===== config.mk =====
export PLATFORM = sky130hd
export DESIGN_NAME = quarter_wave_dds_oscillator_flat
export DESIGN_NICKNAME = d
export VERILOG_FILES = /design/src/hdl/qwdds_pkg.sv /design/src/hdl/qwdds_if.sv /design/src/hdl/qwdds_rom.sv /design/src/hdl/qwdds_scale.sv /design/src/hdl/qwdds_resq.sv /design/src/hdl/quarter_wave_dds_oscillator.sv /design/src/flat_wrapper.sv
export SDC_FILE = /design/constraint.sdc
export NUM_CORES = 2
export LEC_CHECK = 0
export ABC_AREA = 1
export BUFFER_PORTS_ARGS = -buffer_cell sky130_fd_sc_hd__clkbuf_2
export CORE_ASPECT_RATIO = 0.9
export CORE_MARGIN = 1
export CORE_UTILIZATION = 55
export DETAILED_ROUTE_END_ITERATION = 10
export PLACE_DENSITY = 0.72
export SETUP_SLACK_MARGIN = 0.05
export SLEW_MARGIN = 15
export SYNTH_ARGS = -nofsm -noshare
export SYNTH_HDL_FRONTEND = slang
export SYNTH_SLANG_ARGS = --single-unit

===== constraint.sdc =====
create_clock -name clk -period 16.75 [get_ports clk]
set_input_delay 3.35 -clock clk [delete_from_list [all_inputs] [get_ports clk]]
set_output_delay 3.35 -clock clk [all_outputs]
set_load 0.02 [all_outputs]

===== src/hdl/qwdds_pkg.sv =====
package qwdds_pkg;

	localparam int PHASE_W     = 32;
	localparam int SAMPLE_W    = 16;
	localparam int MAG_W       = 15;
	localparam int SCALE_W     = 16;
	localparam int CFG_W       = 32;
	localparam int FRAC_BITS   = 15;
	localparam int QUEUE_DEPTH = 8;

	localparam logic [MAG_W-1:0]   MAG_MAX     = 15'h7fff;
	localparam logic [SCALE_W-1:0] SCALE_RESET = 16'h8000;
	localparam logic [63:0]        PI_Q60      = 64'h3243_f6a8_885a_308d;

	typedef enum logic [0:0] {
		CFG_PHASE_STEP      = 1'b0,
		CFG_AMPLITUDE_SCALE = 1'b1
	} cfg_reg_t;

	typedef struct packed {
		logic signed [SAMPLE_W-1:0] sine;
		logic signed [SAMPLE_W-1:0] cosine;
	} sample_t;

	function automatic logic [63:0] mul_q60(logic [63:0] a, logic [63:0] b);
		logic [127:0] prod;
		prod = {64'd0, a} * {64'd0, b};
		return prod[123:60];
	endfunction

	// round(32768 * sin((i + 0.5) * pi / 2^(addr_bits + 1))), clamped
	function automatic logic [MAG_W-1:0] rom_entry(int unsigned addr_bits, int unsigned i);
		logic [63:0] unit;
		logic [63:0] x;
		logic [63:0] x2;
		logic [63:0] term;
		logic [63:0] pos;
		logic [63:0] neg;
		logic [63:0] v;
		unit = PI_Q60 >> (addr_bits + 2);
		x    = unit * 64'(2 * i + 1);
		x2   = mul_q60(x, x);
		term = x;
		pos  = '0;
		neg  = '0;
		for (int k = 0; k < 24; k++) begin
			if (term != 64'd0) begin
				if ((k % 2) == 1) begin
					neg = neg + term;
				end else begin
					pos = pos + term;
				end
				term = mul_q60(term, x2) / 64'((2 * k + 2) * (2 * k + 3));
			end
		end
		v = pos - neg;
		v = (v + (64'd1 << 44)) >> 45;
		if (v > 64'(MAG_MAX)) begin
			v = 64'(MAG_MAX);
		end
		return v[MAG_W-1:0];
	endfunction

endpackage


===== src/hdl/qwdds_if.sv =====
interface qwdds_cmd_if;
	logic                                valid;
	logic                                ready;
	logic                                load_phase;
	logic [qwdds_pkg::PHASE_W-1:0]        new_phase;
	logic signed [qwdds_pkg::PHASE_W-1:0] phase_mod;
	logic                                advance;

	modport source (output valid, output load_phase, output new_phase,
		output phase_mod, output advance, input ready);
	modport sink (input valid, input load_phase, input new_phase,
		input phase_mod, input advance, output ready);
endinterface

interface qwdds_sample_if;
	logic                                 valid;
	logic                                 ready;
	logic signed [qwdds_pkg::SAMPLE_W-1:0] sine_out;
	logic signed [qwdds_pkg::SAMPLE_W-1:0] cosine_out;

	modport source (output valid, output sine_out, output cosine_out, input ready);
	modport sink (input valid, input sine_out, input cosine_out, output ready);
endinterface


===== src/hdl/qwdds_rom.sv =====
module qwdds_rom #(
	parameter int ADDR_BITS = 7
) (
	input  logic                        clk,
	input  logic [ADDR_BITS-1:0]        addr_a,
	input  logic [ADDR_BITS-1:0]        addr_b,
	output logic [qwdds_pkg::MAG_W-1:0] data_a,
	output logic [qwdds_pkg::MAG_W-1:0] data_b
);
	import qwdds_pkg::*;

	localparam int SIZE = 1 << ADDR_BITS;

	logic [MAG_W-1:0] tbl [SIZE];
	logic [MAG_W-1:0] data_a_q;
	logic [MAG_W-1:0] data_b_q;

	for (genvar g = 0; g < SIZE; g++) begin : g_entry
		localparam logic [MAG_W-1:0] VALUE = rom_entry(ADDR_BITS, g);
		assign tbl[g] = VALUE;
	end

	always_ff @(posedge clk) begin
		data_a_q <= tbl[addr_a];
		data_b_q <= tbl[addr_b];
	end

	assign data_a = data_a_q;
	assign data_b = data_b_q;

endmodule


===== src/hdl/qwdds_scale.sv =====
module qwdds_scale (
	input  logic                                 clk,
	input  logic [qwdds_pkg::MAG_W-1:0]           mag,
	input  logic                                 neg,
	input  logic [qwdds_pkg::SCALE_W-1:0]         scale,
	output logic signed [qwdds_pkg::SAMPLE_W-1:0] result
);
	import qwdds_pkg::*;

	localparam int PROD_W = MAG_W + SCALE_W;

	logic [PROD_W-1:0]        prod_s3;
	logic                     neg_s3;
	logic [PROD_W:0]          biased;
	logic [PROD_W-FRAC_BITS:0] mag_r;
	logic [MAG_W-1:0]         mag_sat;
	logic [SAMPLE_W-1:0]      pos_val;

	always_ff @(posedge clk) begin
		prod_s3 <= {{SCALE_W{1'b0}}, mag} * {{MAG_W{1'b0}}, scale};
		neg_s3  <= neg;
	end

	// floor on the signed value: round the magnitude up when negative
	always_comb begin
		biased  = neg_s3 ? ({1'b0, prod_s3} + (PROD_W+1)'(MAG_MAX)) : {1'b0, prod_s3};
		mag_r   = biased[PROD_W:FRAC_BITS];
		mag_sat = (mag_r > (PROD_W-FRAC_BITS+1)'(MAG_MAX)) ? MAG_MAX : mag_r[MAG_W-1:0];
		pos_val = {1'b0, mag_sat};
		result  = $signed(neg_s3 ? (~pos_val + SAMPLE_W'(1)) : pos_val);
	end

endmodule


===== src/hdl/qwdds_resq.sv =====
module qwdds_resq (
	input  logic               clk,
	input  logic               arst_n,
	input  logic               take,
	input  logic               push,
	input  qwdds_pkg::sample_t push_data,
	output logic               room,
	qwdds_sample_if.source     sample
);
	import qwdds_pkg::*;

	localparam int PTR_W = $clog2(QUEUE_DEPTH);
	localparam int CNT_W = $clog2(QUEUE_DEPTH + 1);

	sample_t          mem_q [QUEUE_DEPTH];
	logic [PTR_W-1:0] wr_ptr_q;
	logic [PTR_W-1:0] rd_ptr_q;
	logic [CNT_W-1:0] fill_q;
	logic [CNT_W-1:0] occ_q;
	logic             pop;
	sample_t          head;

	assign pop  = sample.valid && sample.ready;
	assign room = occ_q < CNT_W'(QUEUE_DEPTH);
	assign head = mem_q[rd_ptr_q];

	assign sample.valid      = fill_q != '0;
	assign sample.sine_out   = head.sine;
	assign sample.cosine_out = head.cosine;

	always_ff @(posedge clk) begin
		if (push) begin
			mem_q[wr_ptr_q] <= push_data;
		end
	end

	always_ff @(posedge clk or negedge arst_n) begin
		if (!arst_n) begin
			wr_ptr_q <= '0;
			rd_ptr_q <= '0;
			fill_q   <= '0;
			occ_q    <= '0;
		end else begin
			if (push) begin
				wr_ptr_q <= (wr_ptr_q == PTR_W'(QUEUE_DEPTH - 1)) ? '0 : wr_ptr_q + PTR_W'(1);
			end
			if (pop) begin
				rd_ptr_q <= (rd_ptr_q == PTR_W'(QUEUE_DEPTH - 1)) ? '0 : rd_ptr_q + PTR_W'(1);
			end
			fill_q <= fill_q + CNT_W'(push) - CNT_W'(pop);
			occ_q  <= occ_q + CNT_W'(take) - CNT_W'(pop);
		end
	end

endmodule


===== src/hdl/quarter_wave_dds_oscillator.sv =====
// Sine/cosine oscillator: one item in, one sample pair out. The block takes an
// item every clock while ready is high and delivers its sine and cosine after
// acceptance through the accumulator add, registered quarter-wave ROM read on
// two ports, multiply by amplitude_scale, and round and saturate into an
// eight-entry result queue. Ready stays high while fewer than eight items are
// accepted and not yet taken, so a sink that always takes keeps the rate at one
// item per clock; a stalled sink fills the queue and then holds ready low. The
// ROM holds 2^TABLE_ADDR_BITS entries and is built at elaboration.
module quarter_wave_dds_oscillator #(
	parameter int TABLE_ADDR_BITS = 7
) (
	input  logic                        clk,
	input  logic                        arst_n,
	qwdds_cmd_if.sink                   phase_cmd,
	qwdds_sample_if.source              sample,
	input  logic                        cfg_we,
	input  qwdds_pkg::cfg_reg_t         cfg_idx,
	input  logic [qwdds_pkg::CFG_W-1:0] cfg_wdata
);
	import qwdds_pkg::*;

	localparam int TOP_W = TABLE_ADDR_BITS + 2;

	logic [PHASE_W-1:0]         acc_q;
	logic [PHASE_W-1:0]         step_q;
	logic [SCALE_W-1:0]         scale_q;
	logic                       in_acc;
	logic                       room;
	logic [PHASE_W-1:0]         base;
	logic [PHASE_W-1:0]         phase;

	logic                       v_s1;
	logic [TOP_W-1:0]           ptop_s1;
	logic [1:0]                 quad_sin;
	logic [1:0]                 quad_cos;
	logic [TABLE_ADDR_BITS-1:0] low;
	logic [TABLE_ADDR_BITS-1:0] idx_sin;
	logic [TABLE_ADDR_BITS-1:0] idx_cos;

	logic                       v_s2;
	logic                       neg_sin_s2;
	logic                       neg_cos_s2;
	logic [MAG_W-1:0]           mag_sin;
	logic [MAG_W-1:0]           mag_cos;

	logic                       v_s3;
	logic signed [SAMPLE_W-1:0] sin_res;
	logic signed [SAMPLE_W-1:0] cos_res;
	sample_t                    push_data;

	assign in_acc          = phase_cmd.valid && phase_cmd.ready;
	assign phase_cmd.ready = room;

	assign base  = phase_cmd.load_phase ? phase_cmd.new_phase : acc_q;
	assign phase = base + $unsigned(phase_cmd.phase_mod);

	always_ff @(posedge clk or negedge arst_n) begin
		if (!arst_n) begin
			acc_q   <= '0;
			step_q  <= '0;
			scale_q <= SCALE_RESET;
		end else begin
			if (in_acc) begin
				acc_q <= phase_cmd.advance ? base + step_q : base;
			end
			if (cfg_we) begin
				unique case (cfg_idx)
					CFG_PHASE_STEP:      step_q  <= cfg_wdata;
					CFG_AMPLITUDE_SCALE: scale_q <= cfg_wdata[SCALE_W-1:0];
				endcase
			end
		end
	end

	always_ff @(posedge clk or negedge arst_n) begin
		if (!arst_n) begin
			v_s1 <= 1'b0;
			v_s2 <= 1'b0;
			v_s3 <= 1'b0;
		end else begin
			v_s1 <= in_acc;
			v_s2 <= v_s1;
			v_s3 <= v_s2;
		end
	end

	always_ff @(posedge clk) begin
		ptop_s1    <= phase[PHASE_W-1 -: TOP_W];
		neg_sin_s2 <= quad_sin[1];
		neg_cos_s2 <= quad_cos[1];
	end

	// cosine is a quarter turn ahead: same low bits, next quadrant
	always_comb begin
		quad_sin = ptop_s1[TOP_W-1 -: 2];
		quad_cos = quad_sin + 2'd1;
		low      = ptop_s1[TABLE_ADDR_BITS-1:0];
		idx_sin  = quad_sin[0] ? ~low : low;
		idx_cos  = quad_cos[0] ? ~low : low;
	end

	qwdds_rom #(
		.ADDR_BITS(TABLE_ADDR_BITS)
	) u_rom (
		.clk    (clk),
		.addr_a (idx_sin),
		.addr_b (idx_cos),
		.data_a (mag_sin),
		.data_b (mag_cos)
	);

	qwdds_scale u_scale_sin (
		.clk    (clk),
		.mag    (mag_sin),
		.neg    (neg_sin_s2),
		.scale  (scale_q),
		.result (sin_res)
	);

	qwdds_scale u_scale_cos (
		.clk    (clk),
		.mag    (mag_cos),
		.neg    (neg_cos_s2),
		.scale  (scale_q),
		.result (cos_res)
	);

	assign push_data = '{sine: sin_res, cosine: cos_res};

	qwdds_resq u_resq (
		.clk       (clk),
		.arst_n    (arst_n),
		.take      (in_acc),
		.push      (v_s3),
		.push_data (push_data),
		.room      (room),
		.sample    (sample)
	);

	a_stage_flow: assert property (@(posedge clk) disable iff (!arst_n)
		in_acc |=> v_s1 ##1 v_s2 ##1 v_s3)
		else $error("accepted item lost in the lookup pipeline");

	a_acc_idle: assert property (@(posedge clk) disable iff (!arst_n)
		!in_acc |=> acc_q == $past(acc_q))
		else $error("accumulator changed without an accepted item");

	a_acc_hold: assert property (@(posedge clk) disable iff (!arst_n)
		in_acc && !phase_cmd.load_phase && !phase_cmd.advance |=> acc_q == $past(acc_q))
		else $error("accumulator moved on an item without load or advance");

	a_no_spurious: assert property (@(posedge clk) disable iff (!arst_n)
		v_s3 |-> $past(v_s2))
		else $error("result pushed without a lookup in flight");

endmodule

===== src/flat_wrapper.sv =====
// flat-port wrapper written by rule: the top's interface ports become plain ports
module quarter_wave_dds_oscillator_flat import qwdds_pkg::*;
#(
	parameter int TABLE_ADDR_BITS = 7
)
  (clk, arst_n, cfg_we, cfg_idx, cfg_wdata, phase_cmd_valid, phase_cmd_load_phase, phase_cmd_new_phase, phase_cmd_phase_mod, phase_cmd_advance, phase_cmd_ready, sample_valid, sample_sine_out, sample_cosine_out, sample_ready);
  qwdds_cmd_if phase_cmd_i ();
  qwdds_sample_if sample_i ();
  input  logic clk;
  input  logic arst_n;
  input  logic cfg_we;
  input  qwdds_pkg::cfg_reg_t cfg_idx;
  input  logic [qwdds_pkg::CFG_W-1:0] cfg_wdata;
  input wire logic [$bits(phase_cmd_i.valid)-1:0] phase_cmd_valid;
  input wire logic [$bits(phase_cmd_i.load_phase)-1:0] phase_cmd_load_phase;
  input wire logic [$bits(phase_cmd_i.new_phase)-1:0] phase_cmd_new_phase;
  input wire logic [$bits(phase_cmd_i.phase_mod)-1:0] phase_cmd_phase_mod;
  input wire logic [$bits(phase_cmd_i.advance)-1:0] phase_cmd_advance;
  output wire logic [$bits(phase_cmd_i.ready)-1:0] phase_cmd_ready;
  output wire logic [$bits(sample_i.valid)-1:0] sample_valid;
  output wire logic [$bits(sample_i.sine_out)-1:0] sample_sine_out;
  output wire logic [$bits(sample_i.cosine_out)-1:0] sample_cosine_out;
  input wire logic [$bits(sample_i.ready)-1:0] sample_ready;
  assign phase_cmd_i.valid = phase_cmd_valid;
  assign phase_cmd_i.load_phase = phase_cmd_load_phase;
  assign phase_cmd_i.new_phase = phase_cmd_new_phase;
  assign phase_cmd_i.phase_mod = phase_cmd_phase_mod;
  assign phase_cmd_i.advance = phase_cmd_advance;
  assign phase_cmd_ready = phase_cmd_i.ready;
  assign sample_valid = sample_i.valid;
  assign sample_sine_out = sample_i.sine_out;
  assign sample_cosine_out = sample_i.cosine_out;
  assign sample_i.ready = sample_ready;
  quarter_wave_dds_oscillator #(.TABLE_ADDR_BITS(TABLE_ADDR_BITS)) u_core (.clk(clk), .arst_n(arst_n), .phase_cmd(phase_cmd_i), .sample(sample_i), .cfg_we(cfg_we), .cfg_idx(cfg_idx), .cfg_wdata(cfg_wdata));
endmodule

==> qor.yml <==
via_per_inst: 5.632
drive_gt1_frac: 0.06633
ios: 138
clock-sinks: 458
crit_path_end_kind: "output port"
portBuffers: 137
synth-seq-area-share: 0.2916
wire_per_inst_um: 19.27
gr-usage-all-layers: 0.3173
finalCriticalPeriod_ns: 6.852
cp.arrival_ns: 3.50
syn_area_per_cell_um2: 7.969
nets: 6021
place_hpwl_um: 86860
row_count: 95
die_area_mm2: 0.07729
htree_levels: 2
clk_latency_ns: 0.63
cts_hold_buf: 0
grt_max_degree: 109
reg2reg_from: "u_core.scale_q[13]$_DFFE_PN0P_"
cp_cell_sequence: "clkinv_2 > buf_4 > o21ai_0 > o22ai_1 > nor2_1 > a31oi_1 > clkbuf_2"
cts_tree: "done"
synth_edf_count: 256
drc: 0
overflow: 0
cts.repair.resized: 0
cts_buffers: 49
ant_nets: 0
fin_skew_ns: 0.05957
cp_num_buf_inv: 3
finalSetupViolations: 0
clk_pin_slew_ns: 0.06
start_util: 0.5587
async_flop_share: 0.2118
slowest_stage: "buf_4"
hold_path.class: "register to register"
clockRootBuffer: "clkbuf_16"
vias: 35545
die_w_um: 292.9
grt_pass1_vias: 35538
drt_first_pass_iters: 7
path_delay_family: "buffers and inverters"
post_cts_buffers: 0
critical_path_class: "register to output port"
ctsLongestPathBuffers: 3
synth_area_mm2: 0.04190
area_growth_pct: 7.298
coreArea_mm2: 0.07500
status: "complete, no violations"
grt_pass1_wl_um: 193500
finalHoldViolCount: 0
fmax_mhz: 145.9
setup_tns_ns: 0
hp-start: "u_core.neg_sin_s2$_DFF_P_"
grt_antenna_before_repair: 4
die_height_um: 263.9
crit_fanout: 108
max-slew-margin-rel: 0.3059
min_period_over_period: 0.4091
cap_violations: 0
synth_flop_cell: "edfxtp_1"
ys_ff_latch: 458
synthCells: 5258
ys_warn_count: 0
slowest_delay_ns: 0.79
worst_pin_slew_ns: 1.041
rsz0062_at_grt: "no"
worstPathRequired_ns: 13.40
synth_fp_nets: 6027
drtIter0Drc: 3184
drv_slew: 0
startpoint_type: "register"
cp-startpoint: "u_core.u_resq.rd_ptr_q[0]$_DFFE_PN0P_"
totalWireLength_um: 121600
synth_cell_types: 70
gp_congestion: 1.011
## cells by family (layout without fill, tap and decap cells)
group,count (synthesis),after routing,synth area share
AOI/OAI and AO/OA,862,862,0.1178
xor gates and xnor gates,124,124,0.02771
adders and majority gates,665,665,0.2636
buffers and inverters,1243,1277,0.1138
DFF,458,458,0.2916
muxes,17,17,0.004539
other,0,1,0
and+or+nand+nor,1889,1889,0.1809
## area by class of cell
type                            count  area, um2
Tap cell                         1018       1274
Timing Repair Buffer              185       1049
Fill cell                        6730      30040
Multi-Input combinational cell   3557      25000
Antenna cell                        1      2.502
Sequential cell                   458      12220
Inverter                         1001       3761
Clock buffer                       58       1313
Clock inverter                     33      339.1
## worst reg2reg max path: stages, from the launching register on
cell,delay [ns]
dfrtp_1,0.68
buf_4,0.43
nand2_1,0.09
inv_1,0.10
fa_1,0.41
inv_1,0.09
fa_1,0.39
inv_1,0.10
fa_1,0.45
fa_1,0.49
fa_1,0.52
inv_1,0.05
fa_1,0.50
inv_1,0.05
ha_1,0.35
a21oi_1,0.24
o21ai_0,0.12
a21oi_1,0.16
nand3_1,0.18
nand2_1,0.10
o211ai_1,0.12
a21oi_1,0.32
o21ai_0,0.13
nand2_1,0.08
nand2_1,0.05
## Yosys cell counts, drive strengths merged (48+ instances only)
library cell     n  share of area
o21ai          405          0.049
o22ai           51         0.0076
dfrtp           96          0.057
nand3          121          0.015
nand2         1145           0.10
inv           1001          0.090
nor2           507          0.046
a21oi          198          0.024
clkbuf         193          0.017
fa             363           0.17
ha             302          0.090
a31oi           48         0.0072
dfxtp          105          0.050
buf             49         0.0068
edfxtp         256           0.18
xor2            78          0.018
## placed cells by master, fill, tap and decap left out, types with 8 or more instances in the layout
cell type,netlist,final
o21bai_1,21,21
nor4_1,10,10
clkbuf_2,0,136
a21oi_1,198,198
inv_1,985,982
nor2_4,0,8
edfxtp_1,256,256
o21ai_0,389,389
dfxtp_1,105,105
o22ai_1,51,51
buf_4,4,49
xnor2_1,45,45
ha_1,302,302
nand3_1,116,116
dfrtp_1,96,94
o21a_1,9,9
nand2_2,11,11
clkbuf_16,0,51
clkinv_1,0,8
a21o_1,13,13
clkinv_2,0,8
nand4_1,43,43
inv_2,15,17
xor2_1,75,74
nor2_2,9,11
a221oi_1,13,13
a211oi_1,8,8
nor3_1,41,41
a31oi_1,48,48
nand2_1,1134,1134
fa_1,363,363
o211ai_1,35,35
mux2_2,16,16
nor2_1,498,488
o2111ai_1,16,16
o221ai_1,17,17
o21ai_1,13,13
## sequential cells by signal, summed over array words and instances, names as in the netlist
signal	cells
u_core.u_resq.mem_q	256
u_core.acc_q	32
u_core.step_q	32
u_core.u_scale_cos.prod_s3	31
u_core.u_scale_sin.prod_s3	31
u_core.scale_q	16
u_core.u_rom.data_a	15
u_core.u_rom.data_b	15
u_core.ptop_s1	9
u_core.u_resq.fill_q	4
u_core.u_resq.occ_q	4
u_core.u_resq.rd_ptr_q	3
u_core.u_resq.wr_ptr_q	3
u_core.neg_cos_s2	1
u_core.neg_sin_s2	1
u_core.u_scale_cos.neg_s3	1
u_core.u_scale_sin.neg_s3	1
u_core.v_s1	1
u_core.v_s2	1
u_core.v_s3	1
## final timing paths
check / end / slack (ns) / cells after the start
hold / removal: u_core.u_scale_sin.neg_s3$_DFF_P_ / 0.33 / 0
setup reg to reg: u_core.u_scale_sin.prod_s3[28]$_DFF_P_ / 10.47 / 24
min in group asynchronous: u_core.acc_q[23]$_DFFE_PN0P_ / 2.75 / 1
hold reg to reg: u_core.u_scale_sin.neg_s3$_DFF_P_ / 0.33 / 0
max in group asynchronous: u_core.u_resq.rd_ptr_q[0]$_DFFE_PN0P_ / 12.87 / 2
setup / recovery: sample_cosine_out[0] / 9.90 / 7
## through the flow
step / utilization / cell area [um2] / setup WS, ns / cells / hold slack [ns]
after floorplan: - / 41900 / 10.97 / 5258 / 0.3096
after global placement: 0.5774 / 43310 / 9.662 / 6219 / 0.3119
after detailed placement: 0.5774 / 43310 / 9.678 / 6219 / 0.3128
after CTS: 0.5994 / 44960 / 9.898 / 6310 / 0.3273
after global routing: 0.5994 / 44960 / 9.703 / 6310 / 0.3386
final: 0.5994 / 44960 / 9.898 / 6311 / 0.3266
## per-layer routing
metal / global-route usage / part of all wire
met3: 0.05292 / 0.085
met4: 0.1082 / 0.034
met5: 0 / 0.00011
met2: 0.5039 / 0.45
met1: 0.4402 / 0.43
Power is left out: the tool's default activity adds up to more than one toggle a clock period on the data nets, which glitch-free logic cannot reach.
